$ cat config.mk
export PLATFORM = sky130hd
export DESIGN_NAME = c_subset_token_scanner
export DESIGN_NICKNAME = d
export VERILOG_FILES = /design/src/design/cst_pkg.sv /design/src/design/cst_scan.sv /design/src/design/c_subset_token_scanner.sv
export SDC_FILE = /design/constraint.sdc
export NUM_CORES = 1
export LEC_CHECK = 0
export ABC_CLOCK_PERIOD_IN_PS = 9700
export BUFFER_PORTS_ARGS = -buffer_cell sky130_fd_sc_hd__buf_2
export CAP_MARGIN = 20
export CORE_ASPECT_RATIO = 0.6
export CORE_UTILIZATION = 55
export CTS_CLUSTER_SIZE = 10
export DETAILED_ROUTE_END_ITERATION = 16
export PLACE_DENSITY = 0.73
export REMOVE_ABC_BUFFERS = 1
export SKIP_CTS_REPAIR_TIMING = 1
export SLEW_MARGIN = 20
export SYNTH_ARGS = -nofsm -noshare
export SYNTH_HDL_FRONTEND = slang
export SYNTH_SLANG_ARGS = --single-unit
$ cat constraint.sdc
create_clock -name clock -period 9.7 [get_ports clock]
set_input_delay 0.97 -clock clock [delete_from_list [all_inputs] [get_ports clock]]
set_output_delay 0.97 -clock clock [all_outputs]
set_load 0.05 [all_outputs]
$ cat src/design/cst_pkg.sv
package cst_pkg;

   // default lexeme size bound, the length saturates one below it (at most 255)
   localparam int CST_MAX_LEXEME = 256;

   // result queue between the scanner and the output port
   localparam int RSP_DEPTH = 4;
   localparam int RSP_PTR_W = $clog2(RSP_DEPTH);
   localparam int RSP_CNT_W = $clog2(RSP_DEPTH + 1);

   localparam logic [23:0] POS_MAX  = 24'hFF_FFFF;
   localparam logic [15:0] LINE_MAX = 16'hFFFF;

   // characters with a role in the scan
   localparam logic [7:0] CH_NUL    = 8'h00;
   localparam logic [7:0] CH_NL     = 8'h0A;
   localparam logic [7:0] CH_DQUOTE = 8'h22;
   localparam logic [7:0] CH_SQUOTE = 8'h27;
   localparam logic [7:0] CH_STAR   = 8'h2A;
   localparam logic [7:0] CH_SLASH  = 8'h2F;
   localparam logic [7:0] CH_USCORE = 8'h5F;

   typedef enum logic [2:0] {
      MODE_IDLE,
      MODE_SLASH,
      MODE_LINEC,
      MODE_BLOCKC,
      MODE_NUM,
      MODE_IDENT,
      MODE_STR,
      MODE_CHR
   } mode_type;

   typedef enum logic [4:0] {
      KIND_EOF    = 5'd0,
      KIND_NUM    = 5'd1,
      KIND_IDENT  = 5'd2,
      KIND_INT    = 5'd3,
      KIND_RETURN = 5'd4,
      KIND_IF     = 5'd5,
      KIND_ELSE   = 5'd6,
      KIND_WHILE  = 5'd7,
      KIND_STR    = 5'd8,
      KIND_CHR    = 5'd9,
      KIND_PLUS   = 5'd10,
      KIND_MINUS  = 5'd11,
      KIND_STAR   = 5'd12,
      KIND_SLASH  = 5'd13,
      KIND_ASSIGN = 5'd14,
      KIND_LPAREN = 5'd15,
      KIND_RPAREN = 5'd16,
      KIND_LBRACE = 5'd17,
      KIND_RBRACE = 5'd18,
      KIND_SEMI   = 5'd19,
      KIND_ERR    = 5'd20
   } kind_type;

   typedef enum logic [2:0] {
      ERR_NONE        = 3'd0,
      ERR_UNEXPECTED  = 3'd1,
      ERR_OPEN_COMM   = 3'd2,
      ERR_OPEN_STR    = 3'd3,
      ERR_OPEN_CHR    = 3'd4,
      ERR_TOO_LONG    = 3'd5
   } err_type;

   typedef struct packed {
      kind_type    kind;
      err_type     err;
      logic [23:0] start_pos;
      logic [7:0]  length;
      logic [15:0] start_line;
      logic [7:0]  bad_char;
      logic        last;
   } tok_rsp_type;

   typedef struct packed {
      mode_type    mode;
      logic        star_seen;
      logic [23:0] tok_start;
      logic [7:0]  tok_len;
      logic        len_ovf;
      logic [4:0]  kw_cand;
      logic [15:0] line_cnt;
      logic [23:0] byte_pos;
      logic [15:0] tok_line;
   } scan_state_type;

   // results of one accepted byte
   typedef struct packed {
      logic [1:0]  cnt;
      tok_rsp_type r0;
      tok_rsp_type r1;
   } scan_out_type;

   localparam scan_state_type SCAN_RESET = '{
      mode:      MODE_IDLE,
      star_seen: 1'b0,
      tok_start: 24'd0,
      tok_len:   8'd0,
      len_ovf:   1'b0,
      kw_cand:   5'b11111,
      line_cnt:  16'd1,
      byte_pos:  24'd0,
      tok_line:  16'd1
   };

   function automatic logic is_space(input logic [7:0] c);
      return c inside {8'h20, [8'h09:8'h0D]};
   endfunction

   function automatic logic is_digit(input logic [7:0] c);
      return c inside {[8'h30:8'h39]};
   endfunction

   function automatic logic is_alpha(input logic [7:0] c);
      return (c inside {[8'h61:8'h7A], [8'h41:8'h5A]}) || (c == CH_USCORE);
   endfunction

   // single-byte operators and delimiters, anything else is unexpected
   function automatic kind_type single_kind(input logic [7:0] c);
      kind_type k;
      case (c)
         8'h2B:   k = KIND_PLUS;
         8'h2D:   k = KIND_MINUS;
         8'h2A:   k = KIND_STAR;
         8'h2F:   k = KIND_SLASH;
         8'h3D:   k = KIND_ASSIGN;
         8'h28:   k = KIND_LPAREN;
         8'h29:   k = KIND_RPAREN;
         8'h7B:   k = KIND_LBRACE;
         8'h7D:   k = KIND_RBRACE;
         8'h3B:   k = KIND_SEMI;
         default: k = KIND_ERR;
      endcase
      return k;
   endfunction

   // keyword lengths in order int, return, if, else, while
   function automatic logic [7:0] kw_len(input logic [2:0] k);
      logic [7:0] n;
      case (k)
         3'd0:    n = 8'd3;
         3'd1:    n = 8'd6;
         3'd2:    n = 8'd2;
         3'd3:    n = 8'd4;
         3'd4:    n = 8'd5;
         default: n = 8'd0;
      endcase
      return n;
   endfunction

   // character at idx of keyword k, zero past its end
   function automatic logic [7:0] kw_char(input logic [2:0] k, input logic [7:0] idx);
      logic [47:0] txt;
      logic [47:0] sh;
      case (k)
         3'd0:    txt = {"int", 24'h0};
         3'd1:    txt = "return";
         3'd2:    txt = {"if", 32'h0};
         3'd3:    txt = {"else", 16'h0};
         3'd4:    txt = {"while", 8'h0};
         default: txt = 48'h0;
      endcase
      sh = txt << {idx[2:0], 3'b000};
      return (idx > 8'd5) ? 8'h00 : sh[47:40];
   endfunction

   function automatic tok_rsp_type make_rsp(input kind_type kind, input err_type err,
                                            input logic [23:0] pos, input logic [7:0] len,
                                            input logic [15:0] line, input logic [7:0] bad);
      tok_rsp_type r;
      r.kind       = kind;
      r.err        = err;
      r.start_pos  = pos;
      r.length     = len;
      r.start_line = line;
      r.bad_char   = bad;
      r.last       = 1'b0;
      return r;
   endfunction

endpackage

$ cat src/design/cst_scan.sv
module cst_scan
   import cst_pkg::*;
#(
   parameter int MAX_LEXEME = CST_MAX_LEXEME
) (
   input  logic         clock,
   input  logic         reset,
   input  logic         step_valid,
   input  logic [7:0]   step_ch,
   output scan_out_type scan_out
);

   localparam int LexLimitI = (MAX_LEXEME - 1 > 255) ? 255 : MAX_LEXEME - 1;
   localparam logic [7:0] LexLimit = 8'(LexLimitI);

   scan_state_type state_ff;
   scan_state_type state_in;

   function automatic scan_state_type grow(input scan_state_type s);
      scan_state_type t;
      t = s;
      if (t.tok_len < LexLimit) begin
         t.tok_len = t.tok_len + 8'd1;
      end else begin
         t.len_ovf = 1'b1;
      end
      return t;
   endfunction

   function automatic scan_state_type ident_byte(input scan_state_type s, input logic [7:0] c);
      scan_state_type t;
      t = s;
      for (int k = 0; k < 5; k++) begin
         if (t.tok_len >= kw_len(3'(k)) || kw_char(3'(k), t.tok_len) != c) begin
            t.kw_cand[k] = 1'b0;
         end
      end
      return grow(t);
   endfunction

   function automatic scan_state_type begin_tok(input scan_state_type s);
      scan_state_type t;
      t = s;
      t.tok_start = s.byte_pos;
      t.tok_line  = s.line_cnt;
      t.tok_len   = 8'd0;
      t.len_ovf   = 1'b0;
      t.kw_cand   = 5'b11111;
      return t;
   endfunction

   scan_state_type cur;
   scan_state_type nx;
   scan_state_type idle_st;
   logic           idle_has;
   tok_rsp_type    idle_res;
   logic           pre_has;
   tok_rsp_type    pre_res;
   logic           use_idle;
   kind_type       id_kind;
   logic           found;
   err_type        tok_err;
   logic [7:0]     c;
   scan_out_type   out_c;

   always_comb begin
      c        = step_ch;
      cur      = state_ff;
      tok_err  = cur.len_ovf ? ERR_TOO_LONG : ERR_NONE;

      // what a byte does between tokens
      idle_st      = cur;
      idle_st.mode = MODE_IDLE;
      idle_has     = 1'b0;
      idle_res     = make_rsp(KIND_EOF, ERR_NONE, cur.byte_pos, 8'd0, cur.line_cnt, 8'd0);
      if (c == CH_NUL) begin
         idle_has = 1'b1;
      end else if (is_space(c)) begin
         idle_has = 1'b0;
      end else if (c == CH_SLASH) begin
         idle_st      = begin_tok(idle_st);
         idle_st.mode = MODE_SLASH;
      end else if (is_digit(c)) begin
         idle_st      = grow(begin_tok(idle_st));
         idle_st.mode = MODE_NUM;
      end else if (is_alpha(c)) begin
         idle_st      = ident_byte(begin_tok(idle_st), c);
         idle_st.mode = MODE_IDENT;
      end else if (c == CH_DQUOTE) begin
         idle_st      = begin_tok(idle_st);
         idle_st.mode = MODE_STR;
      end else if (c == CH_SQUOTE) begin
         idle_st      = begin_tok(idle_st);
         idle_st.mode = MODE_CHR;
      end else if (single_kind(c) != KIND_ERR) begin
         idle_has = 1'b1;
         idle_res = make_rsp(single_kind(c), ERR_NONE, cur.byte_pos, 8'd1, cur.line_cnt,
                             8'd0);
      end else begin
         idle_has = 1'b1;
         idle_res = make_rsp(KIND_ERR, ERR_UNEXPECTED, cur.byte_pos, 8'd1, cur.line_cnt, c);
      end

      // keyword pick for a finished word
      id_kind = KIND_IDENT;
      found   = 1'b0;
      if (!cur.len_ovf) begin
         for (int k = 0; k < 5; k++) begin
            if (!found && cur.kw_cand[k] && cur.tok_len == kw_len(3'(k))) begin
               id_kind = kind_type'(5'(KIND_INT) + 5'(k));
               found   = 1'b1;
            end
         end
      end

      // mode transitions
      nx       = cur;
      use_idle = 1'b0;
      pre_has  = 1'b0;
      pre_res  = make_rsp(KIND_ERR, ERR_NONE, cur.tok_start, cur.tok_len, cur.tok_line, 8'd0);
      case (cur.mode)
         MODE_SLASH: begin
            if (c == CH_SLASH) begin
               nx.mode = MODE_LINEC;
            end else if (c == CH_STAR) begin
               nx.mode      = MODE_BLOCKC;
               nx.star_seen = 1'b0;
            end else begin
               pre_has  = 1'b1;
               pre_res  = make_rsp(KIND_SLASH, ERR_NONE, cur.tok_start, 8'd1, cur.tok_line,
                                   8'd0);
               use_idle = 1'b1;
            end
         end
         MODE_LINEC: begin
            use_idle = (c == CH_NUL) || (c == CH_NL);
         end
         MODE_BLOCKC: begin
            if (c == CH_NUL) begin
               pre_has  = 1'b1;
               pre_res  = make_rsp(KIND_ERR, ERR_OPEN_COMM, cur.tok_start, 8'd0,
                                   cur.tok_line, 8'd0);
               use_idle = 1'b1;
            end else if (c == CH_SLASH && cur.star_seen) begin
               nx.star_seen = 1'b0;
               nx.mode      = MODE_IDLE;
            end else begin
               nx.star_seen = (c == CH_STAR);
            end
         end
         MODE_NUM: begin
            if (is_digit(c)) begin
               nx = grow(cur);
            end else begin
               pre_has      = 1'b1;
               pre_res.kind = KIND_NUM;
               pre_res.err  = tok_err;
               use_idle     = 1'b1;
            end
         end
         MODE_IDENT: begin
            if (is_alpha(c) || is_digit(c)) begin
               nx = ident_byte(cur, c);
            end else begin
               pre_has      = 1'b1;
               pre_res.kind = id_kind;
               pre_res.err  = tok_err;
               use_idle     = 1'b1;
            end
         end
         MODE_STR, MODE_CHR: begin
            if (c == CH_NUL) begin
               pre_has     = 1'b1;
               pre_res.err = (cur.mode == MODE_STR) ? ERR_OPEN_STR : ERR_OPEN_CHR;
               use_idle    = 1'b1;
            end else if (c == ((cur.mode == MODE_STR) ? CH_DQUOTE : CH_SQUOTE)) begin
               pre_has      = 1'b1;
               pre_res.kind = (cur.mode == MODE_STR) ? KIND_STR : KIND_CHR;
               pre_res.err  = tok_err;
               nx.mode      = MODE_IDLE;
            end else begin
               nx = grow(cur);
            end
         end
         default: begin
            use_idle = 1'b1;
         end
      endcase
      if (use_idle) begin
         nx = idle_st;
      end

      // position and line counters, end of text starts over
      if (c == CH_NUL) begin
         nx = SCAN_RESET;
      end else begin
         if (c == CH_NL && nx.line_cnt < LINE_MAX) begin
            nx.line_cnt = nx.line_cnt + 16'd1;
         end
         if (nx.byte_pos < POS_MAX) begin
            nx.byte_pos = nx.byte_pos + 24'd1;
         end
      end

      // order the results of this byte
      out_c.r0  = pre_res;
      out_c.r1  = idle_res;
      out_c.cnt = 2'd0;
      if (pre_has) begin
         if (use_idle && idle_has) begin
            out_c.cnt     = 2'd2;
            out_c.r1.last = 1'b1;
         end else begin
            out_c.cnt     = 2'd1;
            out_c.r0.last = 1'b1;
         end
      end else if (use_idle && idle_has) begin
         out_c.r0      = idle_res;
         out_c.r0.last = 1'b1;
         out_c.cnt     = 2'd1;
      end

      state_in = step_valid ? nx : state_ff;
      scan_out = out_c;
      if (!step_valid) begin
         scan_out.cnt = 2'd0;
      end
   end

   // scan state
   always_ff @(posedge clock) begin
      if (reset) begin
         state_ff <= SCAN_RESET;
      end else begin
         state_ff <= state_in;
      end
   end

endmodule

$ cat src/design/c_subset_token_scanner.sv
// Token scanner for a small C subset.
// The req_ channel takes one source byte per word; a zero byte ends the text,
// emits an EOF token and starts the next text at position 0, line 1.
// The rsp_ channel returns one token or error per word; tuser carries the
// token kind and tlast marks the last result caused by one source byte.
// A byte is scanned in the cycle it is accepted and its results sit in a
// four-entry result queue, so the first one reaches rsp_ at the earliest in
// the cycle after the byte was accepted. A token is emitted only once the
// byte that ends it arrives, and a '/' waits for the following byte.
// One byte per cycle is accepted while the queue has room for two results;
// a byte gives zero, one or two results, and the output drains one result
// per cycle while rsp_tready is high, so a sustained stream of result-heavy
// bytes runs at the rate the queue drains.
// When the receiver stalls, the queue fills and req_tready drops; no result
// is lost. Reset empties the queue and returns the scanner to line 1,
// position 0, between tokens.
module c_subset_token_scanner
   import cst_pkg::*;
#(
   parameter int MAX_LEXEME = CST_MAX_LEXEME
) (
   input  logic        clock,
   input  logic        reset,
   input  logic        req_tvalid,
   output logic        req_tready,
   input  logic [7:0]  req_tdata,   // ch[7:0]
   output logic        rsp_tvalid,
   input  logic        rsp_tready,
   output logic [63:0] rsp_tdata,   // error_code[2:0], start_pos[26:3], length[34:27],
                                    // start_line[50:35], bad_char[58:51], zero[63:59]
   output logic [4:0]  rsp_tuser,   // kind[4:0]
   output logic        rsp_tlast
);

   scan_out_type           scan_out;
   logic                   step_valid;
   logic                   pop;
   tok_rsp_type            rsp_q [RSP_DEPTH];
   tok_rsp_type            head;
   logic [RSP_PTR_W-1:0]   wr_ptr_ff;
   logic [RSP_PTR_W-1:0]   wr_ptr_in;
   logic [RSP_PTR_W-1:0]   rd_ptr_ff;
   logic [RSP_PTR_W-1:0]   rd_ptr_in;
   logic [RSP_CNT_W-1:0]   count_ff;
   logic [RSP_CNT_W-1:0]   count_in;

   // handshakes
   assign req_tready = count_ff <= RSP_CNT_W'(RSP_DEPTH - 2);
   assign step_valid = req_tvalid & req_tready;
   assign rsp_tvalid = count_ff != '0;
   assign pop        = rsp_tvalid & rsp_tready;

   cst_scan #(
      .MAX_LEXEME (MAX_LEXEME)
   ) u_scan (
      .clock      (clock),
      .reset      (reset),
      .step_valid (step_valid),
      .step_ch    (req_tdata),
      .scan_out   (scan_out)
   );

   // queue pointers and fill count
   always_comb begin
      wr_ptr_in = RSP_PTR_W'(wr_ptr_ff + RSP_PTR_W'(scan_out.cnt));
      rd_ptr_in = pop ? RSP_PTR_W'(rd_ptr_ff + 1'b1) : rd_ptr_ff;
      count_in  = RSP_CNT_W'(count_ff + RSP_CNT_W'(scan_out.cnt) - RSP_CNT_W'(pop));
   end

   always_ff @(posedge clock) begin
      if (reset) begin
         wr_ptr_ff <= '0;
         rd_ptr_ff <= '0;
         count_ff  <= '0;
      end else begin
         wr_ptr_ff <= wr_ptr_in;
         rd_ptr_ff <= rd_ptr_in;
         count_ff  <= count_in;
      end
   end

   // queue storage, up to two results written per cycle
   always_ff @(posedge clock) begin
      if (scan_out.cnt != 2'd0) begin
         rsp_q[wr_ptr_ff] <= scan_out.r0;
      end
      if (scan_out.cnt == 2'd2) begin
         rsp_q[RSP_PTR_W'(wr_ptr_ff + 1'b1)] <= scan_out.r1;
      end
   end

   // output word
   assign head      = rsp_q[rd_ptr_ff];
   assign rsp_tdata = {5'd0, head.bad_char, head.start_line, head.length, head.start_pos,
                       head.err};
   assign rsp_tuser = head.kind;
   assign rsp_tlast = head.last;

   a_count_bound : assert property (@(posedge clock) disable iff (reset)
      count_ff <= RSP_CNT_W'(RSP_DEPTH))
      else $error("result queue overfilled");

   a_eof_result : assert property (@(posedge clock) disable iff (reset)
      step_valid && req_tdata == CH_NUL |=> rsp_tvalid)
      else $error("end of text gave no result");

   a_eof_last : assert property (@(posedge clock) disable iff (reset)
      rsp_tvalid && rsp_tuser == KIND_EOF |-> rsp_tlast)
      else $error("eof token not last of its byte");

   a_err_kind : assert property (@(posedge clock) disable iff (reset)
      rsp_tvalid && rsp_tdata[2:0] == ERR_UNEXPECTED |-> rsp_tuser == KIND_ERR)
      else $error("unexpected char without error kind");

   a_no_push_full : assert property (@(posedge clock) disable iff (reset)
      scan_out.cnt != 2'd0 |-> count_ff <= RSP_CNT_W'(RSP_DEPTH - 2))
      else $error("results pushed without queue room");

endmodule
==> run_results.csv, run 1 <==
group,metric,value,unit
clock_tree,cts-buffers-inserted,42,
timing,finalHoldWorstSlack,455,ps
place,dpl_cell_area,0.0185,sq mm
route,wl_per_cell,24.1,um
route,wl,49300,um
logic_synthesis,netlist_area,0.0182,sq mm
timing,setup_viol,0,
power,clkPwrFrac,0.309,
global_route,grt_overflow,0,
worst_setup_path,endpoint_kind,"register",
clock_tree,cts.sinks,367,
worst_setup_path,cp_max_fo,56,
logic_synthesis,yosys.area_share.simple,0.131,
worst_setup_path,required,9860,ps
global_route,grt_antenna_before_repair,1,
place,io_buffers,78,
cells_and_area,fill_cells,2585,
worst_hold_path,hp-start,"rsp_q[3][26]",
timing,finalSetupTns,0,ps
power,leakage,6.51,nW
cells_and_area,utilization,0.608,
logic_synthesis,muxShareOfSynthArea,0.0830,
clock_tree,clock_path_buffers,3,
logic_synthesis,synth_top_family_by_area,"compound AO/OA/AOI/OAI gates",
logic_synthesis,async_reset_ff_frac,0,
route,drc_errors,0,
logic_synthesis,synth_edf_count,224,
power,ir_drop,0.000131,V
timing,skew,14.6,ps
logic_synthesis,ys_seq_area_frac,0.527,
worst_setup_path,cp-start-kind,"primary input",
timing,hold_violations,0,
clock_tree,cts-root-buf,"clkbuf_16",
floorplanning,core_area,0.0325,sq mm
clock_tree,insertion_delay,540,ps
cells_and_area,drive_above_1_share,0.157,
place,gp_congestion,0.991,
logic_synthesis,synth_compound_area_frac,0.174,
logic_synthesis,syn-instance-count,1600,
cells_and_area,ff_latch_area,0.00960,sq mm
logic_synthesis,avgSynthCellArea,11.4,sq um
power,power.density,235,mW/mm^2
route,via_per_inst,6.69,
global_route,grt.total_usage,0.294,
power,seqPwrFrac,0.405,
cells_and_area,synthToLayoutAreaGrowth,8.49,%
floorplanning,initial_core_util,0.560,
power,switching_share,0.355,
floorplanning,die_width,237,um
logic_synthesis,netlist.area_leader.share,0.369,
global_route,grt_max_degree,66,
logic_synthesis,synth_largest_area_cell,"edfxtp_1",
flow_run,cap_viol_max_count,0,
worst_setup_path,critPathKind,"in2reg",
logic_synthesis,yosys_warnings,0,
logic_synthesis,yosysUniqueCellTypes,85,
route,firstDrtPassIters,6,
clock_tree,clk_pin_slew,50,ps
route,route.vias.total,13700,
outcome,status,"complete, no violations",
route,initialDrtViolationCount,1535,
logic_synthesis,synth_seq_cells,367,
power,switching_power,0.00165,W
floorplanning,die_y,143,um
clock_tree,htreeDepth,2,
timing,fin_crit_sh,0.579,
worst_setup_path,startpoint,"req_tdata[1]",
clock_tree,cts_tree,"done",
cells_and_area,layout_commonest_cell,"edfxtp_1",
cells_and_area,layout_common_cells,"224 x edfxtp_1, 166 x nor2_1, 160 x a22o_1",
power,finalPower,0.00464,W
logic_synthesis,synth_xor_xnor_area_share,0.0241,
timing,fmax,0.178,GHz
floorplanning,dieArea,0.0339,sq mm
timing,rsz0062_at_grt,"false",
floorplanning,ios,84,
logic_synthesis,yosys-top-cells-area,"edfxtp_1 37%, dfxtp_1 16%, mux4_2 8.0%, a22o_1 7.7%, nor2_1 3.5%",
power,power_frac_comb,0.286,
floorplanning,rows,51,
timing,maxSlewViolCount,0,
timing,finalCriticalPeriod,5610,ps
worst_setup_path,reg2reg_from,"u_scan.cur[97]",
place,dp_hpwl,29900,um
timing,max_slew_margin,0.192,
timing,tightest_slew,1210,ps
power,p_int,0.00299,W
worst_hold_path,hp-class,"reg2reg",
logic_synthesis,synth_fa_ha_area_frac,0.0107,
global_route,grt_pass1_wl,75900,um
cells_and_area,fin_nets,1614,
logic_synthesis,ys.flop_type,"edfxtp_1",
global_route,grt_pass1_vias,12800,
cells_and_area,design_area,0.0198,sq mm
route,ant_nets,0,
worst_setup_path,worstPathArrival,5770,ps
cells_and_area,multi_input_area,0.00775,sq mm
==> power groups by stage <==
stage / sequential, W / combinational [W] / clock, W
after floorplan: 0.00192 / 0.000928 / 0
after global placement: 0.00190 / 0.00130 / 0
after detailed placement: 0.00191 / 0.00131 / 0
after CTS: 0.00188 / 0.00132 / 0.00145
after global routing: 0.00190 / 0.00139 / 0.00151
final: 0.00188 / 0.00133 / 0.00144
==> per-stage QoR <==
stage / instances / setup WS [ps]
6_report: 2041 / 4090
5_1_grt: 2040 / 3740
4_1_cts: 2039 / 4220
3_5_place_dp: 1966 / 3670
3_3_place_gp: 1966 / 3810
2_1_floorplan: 1442 / 4500
==> synthesized netlist by cell type (all sizes together) (23+ instances only) <==
cell type  count
a21oi         37
a22o         160
a22oi         41
buf           74
clkbuf        88
dfxtp        143
edfxtp       224
inv           26
mux4          65
nand2        124
nand3         39
nand4         24
nor2         170
nor3          23
o21ai         84
xnor2         26
xor2          24
==> worst paths after layout <==
kind | endpoint | slack (ps) | depth (start not counted)
hold reg to reg | rsp_q[3][26] | 460 | 2
setup reg to reg | rsp_q[0][12] | 4520 | 10
hold / removal | rsp_q[3][26] | 460 | 2
setup / recovery | rsp_q[0][12] | 4090 | 12
==> layout make-up <==
type	count	area share
inverters	26	0.00494
multi-input cells	1049	0.393
well taps	424	0.0269
clock inverters	1	0.000443
diodes	1	0.000127
flip-flops and latches	367	0.486
repair buffers	101	0.0287
clock buffers	72	0.0605
==> kinds of logic after synthesis <==
family	after synthesis
AND/OR/NAND/NOR	491
AO/OA/AOI/OAI	419
flip-flops	367
buffers and inverters	188
multiplexers	69
XOR/XNOR	50
adder cells (fa/ha/maj)	15
other	1
==> critical path, stage by stage <==
cell and delay [ps]:
buf_2 430, nand4bb_1 390, nor3_2 440, o2bb2ai_1 280
and3_1 750, nor2_1 160, ha_1 420, nor2b_1 220
nand4_1 420, and2_1 440, inv_2 80, buf_4 730
==> registers in the layout, summed over array words and instances, names as in the netlist, named ones only <==
name and cells:
wr_ptr_ff 2, u_scan.cur 98, rd_ptr_ff 2, count_ff 3
rsp_q 260
==> routing by layer <==
metal | vias up | GRT usage | part of all wire
met1 | 6760 | 0.442 | 0.44
met3 | 89 | 0.0916 | 0.12
met5 | - | 0 | 0
li1 | 6040 | - | -
met2 | 768 | 0.409 | 0.42
met4 | 0 | 0.0721 | 0.017
(Power assumes the default switching activity.)
==> run 2, diff against run 1 <==
--- a/config.mk
+++ b/config.mk
@@ -5,7 +5,7 @@
 export SDC_FILE = /design/constraint.sdc
 export NUM_CORES = 1
 export LEC_CHECK = 0
-export ABC_CLOCK_PERIOD_IN_PS = 9700
+export ABC_CLOCK_PERIOD_IN_PS = 5500
 export BUFFER_PORTS_ARGS = -buffer_cell sky130_fd_sc_hd__buf_2
 export CAP_MARGIN = 20
 export CORE_ASPECT_RATIO = 0.6
==> constraint.sdc (replaced) <==
create_clock -name clock -period 5.5 [get_ports clock]
set_input_delay 0.55 -clock clock [delete_from_list [all_inputs] [get_ports clock]]
set_output_delay 0.55 -clock clock [all_outputs]
set_load 0.05 [all_outputs]
==> run 2 against run 1 <==
Against the previous run: first-iteration DRC count rose by 18%; clock skew rose by 9.6 ps; combinational power rose by 73%; core utilization rose by 0.51 points; critical endpoint is now rsp_q[2][10]; worst hold slack got worse by 2.5 ps.
==> run_results.csv, run 2 (same netlist as run 1, synthesis figures left out) <==
group,metric,value,unit
cells_and_area,fin_nets,1621,
timing,setup_viol,0,
cells_and_area,layout_commonest_cell,"edfxtp_1",
cells_and_area,antenna_cells,0,
global_route,grt_pass1_wl,77100,um
worst_setup_path,worst-path-stages,11,
worst_setup_path,reg2reg_from,"u_scan.cur[97]",
route,wl_per_cell,24.3,um
floorplanning,die_width,237,um
worst_setup_path,rr_endpoint,"rsp_q[2][10]",
clock_tree,cts.sinks,367,
floorplanning,rows,51,
worst_setup_path,critPathKind,"reg2reg",
worst_setup_path,rrSetupSlack,980,ps
cells_and_area,largest_reg_flops,260,
global_route,grt_pass1_vias,13000,
global_route,grt_max_degree,66,
timing,fmax,0.221,GHz
route,initialDrtViolationCount,1813,
worst_hold_path,hp-class,"reg2reg",
clock_tree,clock_path_buffers,3,
place,dp_hpwl,30800,um
timing,finalHoldWorstSlack,453,ps
global_route,grt_antenna_before_repair,0,
global_route,grt_overflow,0,
power,power.density,417,mW/mm^2
outcome,status,"complete, no violations",
power,leakage,6.59,nW
clock_tree,cts-buffers-inserted,43,
route,wl,49700,um
floorplanning,initial_core_util,0.560,
worst_setup_path,worstPathArrival,4760,ps
power,ir_drop,0.000237,V
cells_and_area,top_register,"rsp_q",
worst_setup_path,cp_slowest_stage_delay,740,ps
worst_setup_path,endpoint_kind,"register",
worst_setup_path,crit_end,"rsp_q[2][10]",
global_route,grt.total_usage,0.297,
floorplanning,ios,84,
worst_setup_path,cp_cell_sequence,"and2_0, a21oi_1, o21ai_0, o22a_1, nand2_1, ha_1, nor2_1, or3_1, and2_1, inv_2, buf_12",
timing,maxSlewViolCount,0,
route,drc_errors,0,
route,route.vias.total,13700,
timing,rsz0062_at_grt,"false",
place,io_buffers,78,
floorplanning,dieArea,0.0339,sq mm
flow_run,cap_viol_max_count,0,
clock_tree,insertion_delay,570,ps
cells_and_area,layout_common_cells,"224 x edfxtp_1, 166 x nor2_1, 160 x a22o_1",
timing,skew,24.3,ps
timing,finalCriticalPeriod,4520,ps
timing,tightest_slew,1080,ps
route,ant_nets,0,
worst_setup_path,cpLargestDelayFamily,"simple AND/OR/NAND/NOR gates",
floorplanning,die_y,143,um
clock_tree,clk_pin_slew,60,ps
clock_tree,cts_tree,"done",
worst_setup_path,startpoint,"u_scan.cur[97]",
worst_setup_path,crit_buf_inv,2,
timing,fin_crit_sh,0.822,
worst_setup_path,cp_max_fo,37,
worst_setup_path,cp-start-kind,"register",
timing,finalSetupTns,0,ps
clock_tree,htreeDepth,2,
clock_tree,cts-root-buf,"clkbuf_16",
floorplanning,core_area,0.0325,sq mm
worst_setup_path,r2r_cells,11,
worst_setup_path,crit_slowest_cell,"dfxtp_1",
cells_and_area,synthToLayoutAreaGrowth,9.40,%
route,via_per_inst,6.66,
timing,max_slew_margin,0.283,
route,firstDrtPassIters,5,
worst_setup_path,required,5740,ps
timing,hold_violations,0,
place,gp_congestion,0.966,
cells_and_area,drive_above_1_share,0.163,
run 2: cell count changes in the layout (fill, tap and decap cells not counted), moves of 2 or more:
cell      change
buf_4         +4
buf_12        +3
a21boi_0      +2
a21boi_1      -2
run 2: worst min path at each step:
stage,from,to,slack (ps),cells after the start
4_1_cts,rsp_tready,register,450,4
2_1_floorplan,rsp_q[2][26],rsp_q[2][26],420,2
3_3_place_gp,rsp_q[3][27],rsp_q[3][27],430,2
3_5_place_dp,rsp_q[1][32],rsp_q[1][32],440,2
5_1_grt,rsp_q[0][32],rsp_q[0][32],480,2
6_report,rsp_q[3][27],rsp_q[3][27],450,2
run 2: worst min-delay path, cell delays in order (launching register included):
cell and delay [ps]:
dfxtp_1 320, nand2_1 40, o21ai_0 60
run 2: layout make-up:
type,count,area [sq um]
timing repair buffer,107,646
multi-input combinational,1049,7750
clock buffer,73,1230
sequential,367,9600
tap,424,531
fill,2532,12600
inverter,26,97.6
clock inverter,4,62.6
run 2: per-layer routing:
layer | routed length [um] | vias to the layer above | global-route usage
met5 | 0 | - | 0
met3 | 6240 | 62 | 0.0810
li1 | - | 6054 | -
met1 | 21600 | 6710 | 0.441
met4 | 743 | 0 | 0.0721
met2 | 21200 | 833 | 0.431
run 2: power breakdown:
part / internal, W / switching (W) / total (W)
Sequential: 0.00317 / 0.000181 / 0.00335
Clock: 0.00152 / 0.00112 / 0.00265
Combinational: 0.000651 / 0.00165 / 0.00230
Total: 0.00535 / 0.00295 / 0.00830
run 2: stage by stage:
stage | power [W] | cell area (sq um) | util | setup slack (ps) | instances
after floorplan | 0.00502 | 17400 | - | 720 | 1442
after global placement | 0.00567 | 18600 | 0.573 | 825 | 1973
after detailed placement | 0.00570 | 18600 | 0.573 | 652 | 1973
after CTS | 0.00831 | 19900 | 0.613 | 1130 | 2050
after global routing | 0.00857 | 19900 | 0.613 | 731 | 2050
final | 0.00830 | 19900 | 0.613 | 981 | 2050
